**src/rtl/tcs_pkg.sv**
```systemverilog
package tcs_pkg;

  localparam int unsigned COORD_W = 11;
  localparam int unsigned DIFF_W = COORD_W + 1;
  localparam int unsigned PROD_W = 2 * DIFF_W;
  localparam int unsigned EDGE_W = PROD_W + 1;
  localparam int unsigned INDEX_W = 22;
  localparam int unsigned COLOUR_W = 8;
  localparam int unsigned SCALE_W = COORD_W + COLOUR_W;
  localparam int unsigned SPAN_W = COORD_W + 1;
  localparam int unsigned PADDR_W = 5;
  localparam int unsigned PDATA_W = 32;
  localparam int unsigned NUM_VERTICES = 3;

  localparam int unsigned DEFAULT_VIEW_WIDTH = 1080;
  localparam int unsigned DEFAULT_VIEW_HEIGHT = 720;

  typedef logic [COORD_W-1:0] coord_t;

  typedef enum logic [2:0] {
    REG_VERTEX_A_X,
    REG_VERTEX_A_Y,
    REG_VERTEX_B_X,
    REG_VERTEX_B_Y,
    REG_VERTEX_C_X,
    REG_VERTEX_C_Y
  } tcs_reg_t;

  typedef struct packed {
    coord_t ax;
    coord_t ay;
    coord_t bx;
    coord_t by;
    coord_t cx;
    coord_t cy;
    coord_t min_x;
    coord_t max_x;
    coord_t min_y;
    coord_t max_y;
  } tcs_tri_t;

  function automatic coord_t min3(input coord_t a, input coord_t b, input coord_t c);
    coord_t m;
    m = (a < b) ? a : b;
    return (m < c) ? m : c;
  endfunction

  function automatic coord_t max3(input coord_t a, input coord_t b, input coord_t c);
    coord_t m;
    m = (a > b) ? a : b;
    return (m > c) ? m : c;
  endfunction

endpackage

```
**src/rtl/tcs_regs.sv**
```systemverilog
module tcs_regs
  import tcs_pkg::*;
(
  input  logic               clk,
  input  logic               rst,
  input  logic               psel,
  input  logic               penable,
  input  logic               pwrite,
  input  logic [PADDR_W-1:0] paddr,
  input  logic [PDATA_W-1:0] pwdata,
  output logic [PDATA_W-1:0] prdata,
  output tcs_tri_t           tri_cfg
);

  coord_t ax, ay, bx, by, cx, cy;
  tcs_reg_t reg_sel;
  coord_t wr_value;
  coord_t rd_value;

  assign reg_sel = tcs_reg_t'(paddr[PADDR_W-1:2]);
  assign wr_value = pwdata[COORD_W-1:0];

  always_ff @(posedge clk) begin
    if (rst) begin
      ax <= '0;
      ay <= '0;
      bx <= '0;
      by <= '0;
      cx <= '0;
      cy <= '0;
    end else if (psel && penable && pwrite) begin
      case (reg_sel)
        REG_VERTEX_A_X: ax <= wr_value;
        REG_VERTEX_A_Y: ay <= wr_value;
        REG_VERTEX_B_X: bx <= wr_value;
        REG_VERTEX_B_Y: by <= wr_value;
        REG_VERTEX_C_X: cx <= wr_value;
        REG_VERTEX_C_Y: cy <= wr_value;
        default: ;
      endcase
    end
  end

  always_comb begin
    case (reg_sel)
      REG_VERTEX_A_X: rd_value = ax;
      REG_VERTEX_A_Y: rd_value = ay;
      REG_VERTEX_B_X: rd_value = bx;
      REG_VERTEX_B_Y: rd_value = by;
      REG_VERTEX_C_X: rd_value = cx;
      REG_VERTEX_C_Y: rd_value = cy;
      default:        rd_value = '0;
    endcase
  end

  assign prdata = PDATA_W'(rd_value);

  always_comb begin
    tri_cfg.ax = ax;
    tri_cfg.ay = ay;
    tri_cfg.bx = bx;
    tri_cfg.by = by;
    tri_cfg.cx = cx;
    tri_cfg.cy = cy;
    tri_cfg.min_x = min3(ax, bx, cx);
    tri_cfg.max_x = max3(ax, bx, cx);
    tri_cfg.min_y = min3(ay, by, cy);
    tri_cfg.max_y = max3(ay, by, cy);
  end

endmodule

```
**src/rtl/tcs_edge_pipe.sv**
```systemverilog
module tcs_edge_pipe
  import tcs_pkg::*;
(
  input  logic     clk,
  input  logic     en,
  input  coord_t   pixel_x,
  input  coord_t   pixel_y,
  input  tcs_tri_t tri_cfg,
  output logic     covered
);

  coord_t vx [NUM_VERTICES];
  coord_t vy [NUM_VERTICES];

  logic signed [DIFF_W-1:0] off_x [NUM_VERTICES];
  logic signed [DIFF_W-1:0] off_y [NUM_VERTICES];
  logic signed [DIFF_W-1:0] nrm_x [NUM_VERTICES];
  logic signed [DIFF_W-1:0] nrm_y [NUM_VERTICES];
  logic                     inside1;

  logic signed [PROD_W-1:0] prod_x [NUM_VERTICES];
  logic signed [PROD_W-1:0] prod_y [NUM_VERTICES];
  logic                     inside2;

  logic signed [EDGE_W-1:0] edge_val [NUM_VERTICES];
  logic [NUM_VERTICES-1:0]  edge_pos;
  logic [NUM_VERTICES-1:0]  edge_nonpos;
  logic                     covered_next;

  assign vx[0] = tri_cfg.ax;
  assign vx[1] = tri_cfg.bx;
  assign vx[2] = tri_cfg.cx;
  assign vy[0] = tri_cfg.ay;
  assign vy[1] = tri_cfg.by;
  assign vy[2] = tri_cfg.cy;

  for (genvar k = 0; k < NUM_VERTICES; k++) begin : g_edge
    localparam int unsigned K1 = (k + 1) % NUM_VERTICES;

    always_ff @(posedge clk) begin
      if (en) begin
        off_x[k] <= $signed({1'b0, pixel_x}) - $signed({1'b0, vx[k]});
        off_y[k] <= $signed({1'b0, pixel_y}) - $signed({1'b0, vy[k]});
        nrm_x[k] <= $signed({1'b0, vy[k]}) - $signed({1'b0, vy[K1]});
        nrm_y[k] <= $signed({1'b0, vx[K1]}) - $signed({1'b0, vx[k]});
        prod_x[k] <= off_x[k] * nrm_x[k];
        prod_y[k] <= off_y[k] * nrm_y[k];
      end
    end

    assign edge_val[k] = EDGE_W'(prod_x[k]) + EDGE_W'(prod_y[k]);
    assign edge_pos[k] = !edge_val[k][EDGE_W-1] && (edge_val[k] != '0);
    assign edge_nonpos[k] = !edge_pos[k];
  end

  assign covered_next = inside2 && ((&edge_pos) || (&edge_nonpos));

  always_ff @(posedge clk) begin
    if (en) begin
      inside1 <= (pixel_x >= tri_cfg.min_x) && (pixel_x <= tri_cfg.max_x) &&
                 (pixel_y >= tri_cfg.min_y) && (pixel_y <= tri_cfg.max_y);
      inside2 <= inside1;
      covered <= covered_next;
    end
  end

endmodule

```
**src/rtl/tcs_shade_pipe.sv**
```systemverilog
module tcs_shade_pipe
  import tcs_pkg::*;
#(
  parameter int unsigned VIEW_WIDTH = DEFAULT_VIEW_WIDTH,
  parameter int unsigned VIEW_HEIGHT = DEFAULT_VIEW_HEIGHT
) (
  input  logic                clk,
  input  logic                en,
  input  coord_t              pixel_x,
  input  coord_t              pixel_y,
  output logic [INDEX_W-1:0]  frame_index,
  output logic [COLOUR_W-1:0] red,
  output logic [COLOUR_W-1:0] green
);

  localparam int unsigned SHIFT = SCALE_W + SPAN_W;
  localparam int unsigned MULT_W = SHIFT;
  localparam int unsigned QPROD_W = SCALE_W + MULT_W;
  localparam int unsigned QUOT_W = QPROD_W - SHIFT;
  localparam int unsigned IPROD_W = COORD_W + SPAN_W;
  localparam logic [MULT_W-1:0] RED_MULT =
    MULT_W'(((64'd1 << SHIFT) + 64'(VIEW_WIDTH) - 64'd1) / 64'(VIEW_WIDTH));
  localparam logic [MULT_W-1:0] GREEN_MULT =
    MULT_W'(((64'd1 << SHIFT) + 64'(VIEW_HEIGHT) - 64'd1) / 64'(VIEW_HEIGHT));
  localparam logic [SPAN_W-1:0] WIDTH_K = SPAN_W'(VIEW_WIDTH);
  localparam logic [QUOT_W-1:0] COLOUR_MAX = QUOT_W'((1 << COLOUR_W) - 1);

  logic [SCALE_W-1:0] red_scaled;
  logic [SCALE_W-1:0] green_scaled;
  coord_t             col1;
  coord_t             row1;

  logic [QPROD_W-1:0] red_prod;
  logic [QPROD_W-1:0] green_prod;
  logic [IPROD_W-1:0] row_prod;
  coord_t             col2;

  logic [QUOT_W-1:0] red_quot;
  logic [QUOT_W-1:0] green_quot;

  assign red_quot = red_prod[QPROD_W-1:SHIFT];
  assign green_quot = green_prod[QPROD_W-1:SHIFT];

  always_ff @(posedge clk) begin
    if (en) begin
      red_scaled <= (SCALE_W'(pixel_x) << COLOUR_W) - SCALE_W'(pixel_x);
      green_scaled <= (SCALE_W'(pixel_y) << COLOUR_W) - SCALE_W'(pixel_y);
      col1 <= pixel_x;
      row1 <= pixel_y;

      red_prod <= QPROD_W'(red_scaled) * QPROD_W'(RED_MULT);
      green_prod <= QPROD_W'(green_scaled) * QPROD_W'(GREEN_MULT);
      row_prod <= IPROD_W'(row1) * IPROD_W'(WIDTH_K);
      col2 <= col1;

      frame_index <= row_prod[INDEX_W-1:0] + INDEX_W'(col2);
      red <= (red_quot > COLOUR_MAX) ? COLOUR_MAX[COLOUR_W-1:0] : red_quot[COLOUR_W-1:0];
      green <= (green_quot > COLOUR_MAX) ? COLOUR_MAX[COLOUR_W-1:0]
                                         : green_quot[COLOUR_W-1:0];
    end
  end

endmodule

```
**src/rtl/triangle_coverage_shader_unit.sv**
```systemverilog
// Tests one pixel per clock against a triangle held in six 11-bit vertex registers
// (byte addresses 0 to 20 on the APB port) and returns the coverage flag, the
// framebuffer index and the red and green shades. The datapath is a three-stage
// pipeline: offsets and bounding box, then the multipliers, then the edge sums and
// colour saturation. A new pixel can be taken every cycle while the result side
// does not stall; a stall on the result side holds the whole pipeline in place.
// Vertices may only be changed while no pixel is in flight.
module triangle_coverage_shader_unit
  import tcs_pkg::*;
#(
  parameter int unsigned VIEW_WIDTH = DEFAULT_VIEW_WIDTH,
  parameter int unsigned VIEW_HEIGHT = DEFAULT_VIEW_HEIGHT
) (
  input  logic                clk,
  input  logic                rst,
  input  logic                psel,
  input  logic                penable,
  input  logic                pwrite,
  input  logic [PADDR_W-1:0]  paddr,
  input  logic [PDATA_W-1:0]  pwdata,
  output logic [PDATA_W-1:0]  prdata,
  output logic                pready,
  input  logic                pixel_valid,
  output logic                pixel_ready,
  input  logic [COORD_W-1:0]  pixel_x,
  input  logic [COORD_W-1:0]  pixel_y,
  output logic                result_valid,
  input  logic                result_ready,
  output logic                covered,
  output logic [INDEX_W-1:0]  frame_index,
  output logic [COLOUR_W-1:0] red,
  output logic [COLOUR_W-1:0] green
);

  tcs_tri_t            tri_cfg;
  logic                advance;
  logic                valid1;
  logic                valid2;
  logic                valid3;
  logic                hit;
  logic [COLOUR_W-1:0] red_raw;
  logic [COLOUR_W-1:0] green_raw;

  assign pready = 1'b1;
  assign advance = !valid3 || result_ready;
  assign pixel_ready = advance;

  always_ff @(posedge clk) begin
    if (rst) begin
      valid1 <= 1'b0;
      valid2 <= 1'b0;
      valid3 <= 1'b0;
    end else if (advance) begin
      valid1 <= pixel_valid;
      valid2 <= valid1;
      valid3 <= valid2;
    end
  end

  tcs_regs u_regs (
    .clk     (clk),
    .rst     (rst),
    .psel    (psel),
    .penable (penable),
    .pwrite  (pwrite),
    .paddr   (paddr),
    .pwdata  (pwdata),
    .prdata  (prdata),
    .tri_cfg (tri_cfg)
  );

  tcs_edge_pipe u_edge (
    .clk     (clk),
    .en      (advance),
    .pixel_x (pixel_x),
    .pixel_y (pixel_y),
    .tri_cfg (tri_cfg),
    .covered (hit)
  );

  tcs_shade_pipe #(
    .VIEW_WIDTH  (VIEW_WIDTH),
    .VIEW_HEIGHT (VIEW_HEIGHT)
  ) u_shade (
    .clk         (clk),
    .en          (advance),
    .pixel_x     (pixel_x),
    .pixel_y     (pixel_y),
    .frame_index (frame_index),
    .red         (red_raw),
    .green       (green_raw)
  );

  assign result_valid = valid3;
  assign covered = hit;
  assign red = hit ? red_raw : '0;
  assign green = hit ? green_raw : '0;

endmodule

```
**config.mk**
```make
export PLATFORM = sky130hd
export DESIGN_NAME = triangle_coverage_shader_unit
export DESIGN_NICKNAME = d
export VERILOG_FILES = /design/src/rtl/tcs_pkg.sv /design/src/rtl/tcs_regs.sv /design/src/rtl/tcs_edge_pipe.sv /design/src/rtl/tcs_shade_pipe.sv /design/src/rtl/triangle_coverage_shader_unit.sv
export SDC_FILE = /design/constraint.sdc
export NUM_CORES = 2
export LEC_CHECK = 0
export BUFFER_PORTS_ARGS = -buffer_cell sky130_fd_sc_hd__buf_4
export CAP_MARGIN = 20
export CORE_MARGIN = 3
export CORE_UTILIZATION = 40
export CTS_CLUSTER_SIZE = 28
export DETAILED_ROUTE_END_ITERATION = 7
export PLACE_DENSITY_LB_ADDON = 0.2
export SLEW_MARGIN = 20
export SYNTH_ARGS = -nofsm -noshare
export SYNTH_HDL_FRONTEND = slang
export SYNTH_SLANG_ARGS = --single-unit
```
**constraint.sdc**
```tcl
create_clock -name clk -period 48.9 [get_ports clk]
set_input_delay 9.78 -clock clk [delete_from_list [all_inputs] [get_ports clk]]
set_output_delay 9.78 -clock clk [all_outputs]
set_load 0.005 [all_outputs]
```
==> qor.yml <==
ant_nets: 0
grt_pass1_wl_mm: 315
rsz0062_at_grt: "false"
syn_avg_cell_area_um2: 9.82
die_w_um: 439
post_cts_resized: 0
fin_skew_ps: 30.9
crit_type: "in -> out"
area_growth_pct: 7.23
htreeDepth: 3
timing.final.setup_violations: 0
stdcell_count: 10200
layout-drive-gt1-share_pct: 3.31
fin_crit_ps: 21410
path_max_fanout: 37
hold_viol_final: 0
path_delay_family: "buffers and inverters"
cpMostUsedCell: "buf_4"
antenna_found_initial: 12
max_freq_mhz: 46.7
synth_top_flop_cell: "edfxtp_1"
grt_pass1_vias: 53800
num_vias: 51200
cts_setup_buffers: 0
viasPerCell: 5.04
cts.sinks: 505
crit_chain: "buf_4 -> inv_1 -> nor2_1 -> a22oi_1 -> o22ai_1 -> buf_4"
crit_path_top_delay_cell: "o22ai_1"
port_buffers: 94
synthesis.area_um2: 75000
core_area_um2: 186000
dp_hpwl_mm: 166
tns_ps: 0
syn_inst: 7638
clockBufferDepth: 3
synth_seq_cells: 505
worst_ep_required_time_ps: 39120
hold_buffers: 0
drtIter0Drc: 2769
status: "completed"
postSynth.asyncResetShare_pct: 0
ir_worst_vdd_v: 0.0000991
die-area_um2: 193000
clkSlewWorstSetupHoldPaths_ps: 60
arrival_ps: 11630
fin_crit_sh_pct: 43.8
worst_pin_slew_ps: 1020
drc: 0
routed_wl_mm: 200
holdCritPathClass: "reg -> reg"
cts_root_buf: "clkbuf_16"
cts_buffers: 69
ys_seq_area_share_pct: 19.3
ys_warn_count: 0
start_util_pct: 40.4
drv_cap: 0
drtPass1Iterations: 5
dp.cells: 10000
grt_max_degree: 167
grtUsageTotal_pct: 21.2
layout_common_cells: "inv_1 (1639), fa_1 (1136), ha_1 (959)"
place.gp.congestion: 0.937
cp-start-kind: "primary input"
slew_headroom_pct: 31.8
power_density_nw_per_um2: 52.2
slowest_delay_ps: 620
rows: 158
synth_cell_types: 82
die_h_um: 439
clock_latency_ps: 670
p_leak_nw: 37.5
drv_slew: 0
rrSetupSlack_ps: 40880
final_common_cell: "inv_1"
synth_edf_count: 436
critPathBufInv: 3
nets: 9785
grt.overflow.total: 0
post_drt_wl_per_cell_um: 19.7
cp-end-kind: "primary output"
io_pins: 140
cts_tree: "yes"
## state kept, by name, indices dropped and copies added, names as in the netlist, 8 cells and up
| name | cells |
|---|---|
| u_regs.cy | 11 |
| u_shade.row_prod | 18 |
| u_edge.prod_x | 72 |
| u_edge.nrm_x | 36 |
| u_edge.nrm_y | 36 |
| u_regs.by | 11 |
| u_shade.green | 8 |
| u_edge.off_x | 36 |
| u_edge.off_y | 36 |
| u_shade.red | 8 |
| u_shade.frame_index | 22 |
| u_shade.row1 | 11 |
| u_shade.green_scaled | 18 |
| u_regs.ax | 11 |
| u_shade.red_prod | 9 |
| u_shade.green_prod | 11 |
| u_regs.ay | 11 |
| u_shade.red_scaled | 18 |
| u_shade.col2 | 11 |
| u_shade.col1 | 11 |
| u_regs.bx | 11 |
| u_regs.cx | 11 |
| u_edge.prod_y | 72 |
## area by class of cell
class / instances / area, um2
Clock inverter: 40 / 437
Timing Repair Buffer: 107 / 820
Inverter: 1640 / 6160
Sequential cell: 505 / 14500
Multi-Input combinational cell: 5301 / 53600
Antenna cell: 8 / 20.0
Clock buffer: 86 / 1810
Tap cell: 2480 / 3100
Fill cell: 18100 / 105000
## cells in the mapped netlist (all sizes together), types with 182 or more instances
| cell | instances | area [um2] |
|---|---|---|
| inv | 1640 | 6160 |
| edfxtp | 436 | 13100 |
| o21ai | 252 | 1260 |
| a21oi | 197 | 990 |
| nor2 | 345 | 1290 |
| nand2 | 666 | 2500 |
| xnor2 | 218 | 1910 |
| and2 | 381 | 2380 |
| fa | 1136 | 22700 |
| clkbuf | 182 | 683 |
| ha | 959 | 12000 |
## cell families (layout without fill, tap and decap cells)
| logic type | after synthesis | in the layout | synth area share (%) |
|---|---|---|---|
| AOI/OAI and AO/OA | 867 | 867 | 7.37 |
| adders and majority gates | 2095 | 2095 | 46.3 |
| and+or+nand+nor | 1882 | 1882 | 12.2 |
| other | 2 | 30 | 0.0100 |
| muxes | 143 | 143 | 1.95 |
| xor gates and xnor gates | 292 | 292 | 3.41 |
| DFF | 505 | 505 | 19.3 |
| buffers and inverters | 1852 | 1873 | 9.39 |
## routing by layer
metal	wire [um]	share of wire, %	global-route usage [%]	up-vias
met4	6590	3.3	6.86	4
met1	88000	44	28.0	25800
met3	6840	3.4	2.20	229
li1	-	-	-	24200
met5	25	0.013	0	-
met2	98400	49	36.4	880
## through the flow
stage | setup slack [ps] | area, um2 | hold WS (ps) | util (%) | total power [mW]
after floorplan | 18830 | 75100 | 400 | - | 2.86
after global placement | 27490 | 78100 | 401 | 42.0 | 3.67
after detailed placement | 27490 | 78100 | 407 | 42.0 | 3.70
after CTS | 27480 | 80400 | 417 | 43.2 | 4.27
after global routing | 27420 | 80400 | 428 | 43.3 | 4.70
final | 27490 | 80400 | 415 | 43.3 | 4.20
## final timing paths
path	from	to	depth (start not counted)
setup / recovery	paddr[2]	prdata[6]	6
setup reg to reg	u_regs.ay[0]	u_edge.inside1	37
hold / removal	u_shade.col1[4]	u_shade.col2[4]	0
hold reg to reg	u_shade.col1[4]	u_shade.col2[4]	0
## where the power goes
| group | internal (mW) | leakage [nW] | switching, mW | total (mW) |
|---|---|---|---|---|
| registers | 0.634 | 5.34 | 0.124 | 0.758 |
| clock network | 0.303 | 1.09 | 0.214 | 0.517 |
| logic | 1.27 | 31.0 | 1.65 | 2.92 |
| total | 2.21 | 37.5 | 1.99 | 4.20 |
Power figures use the tool's default switching activity.
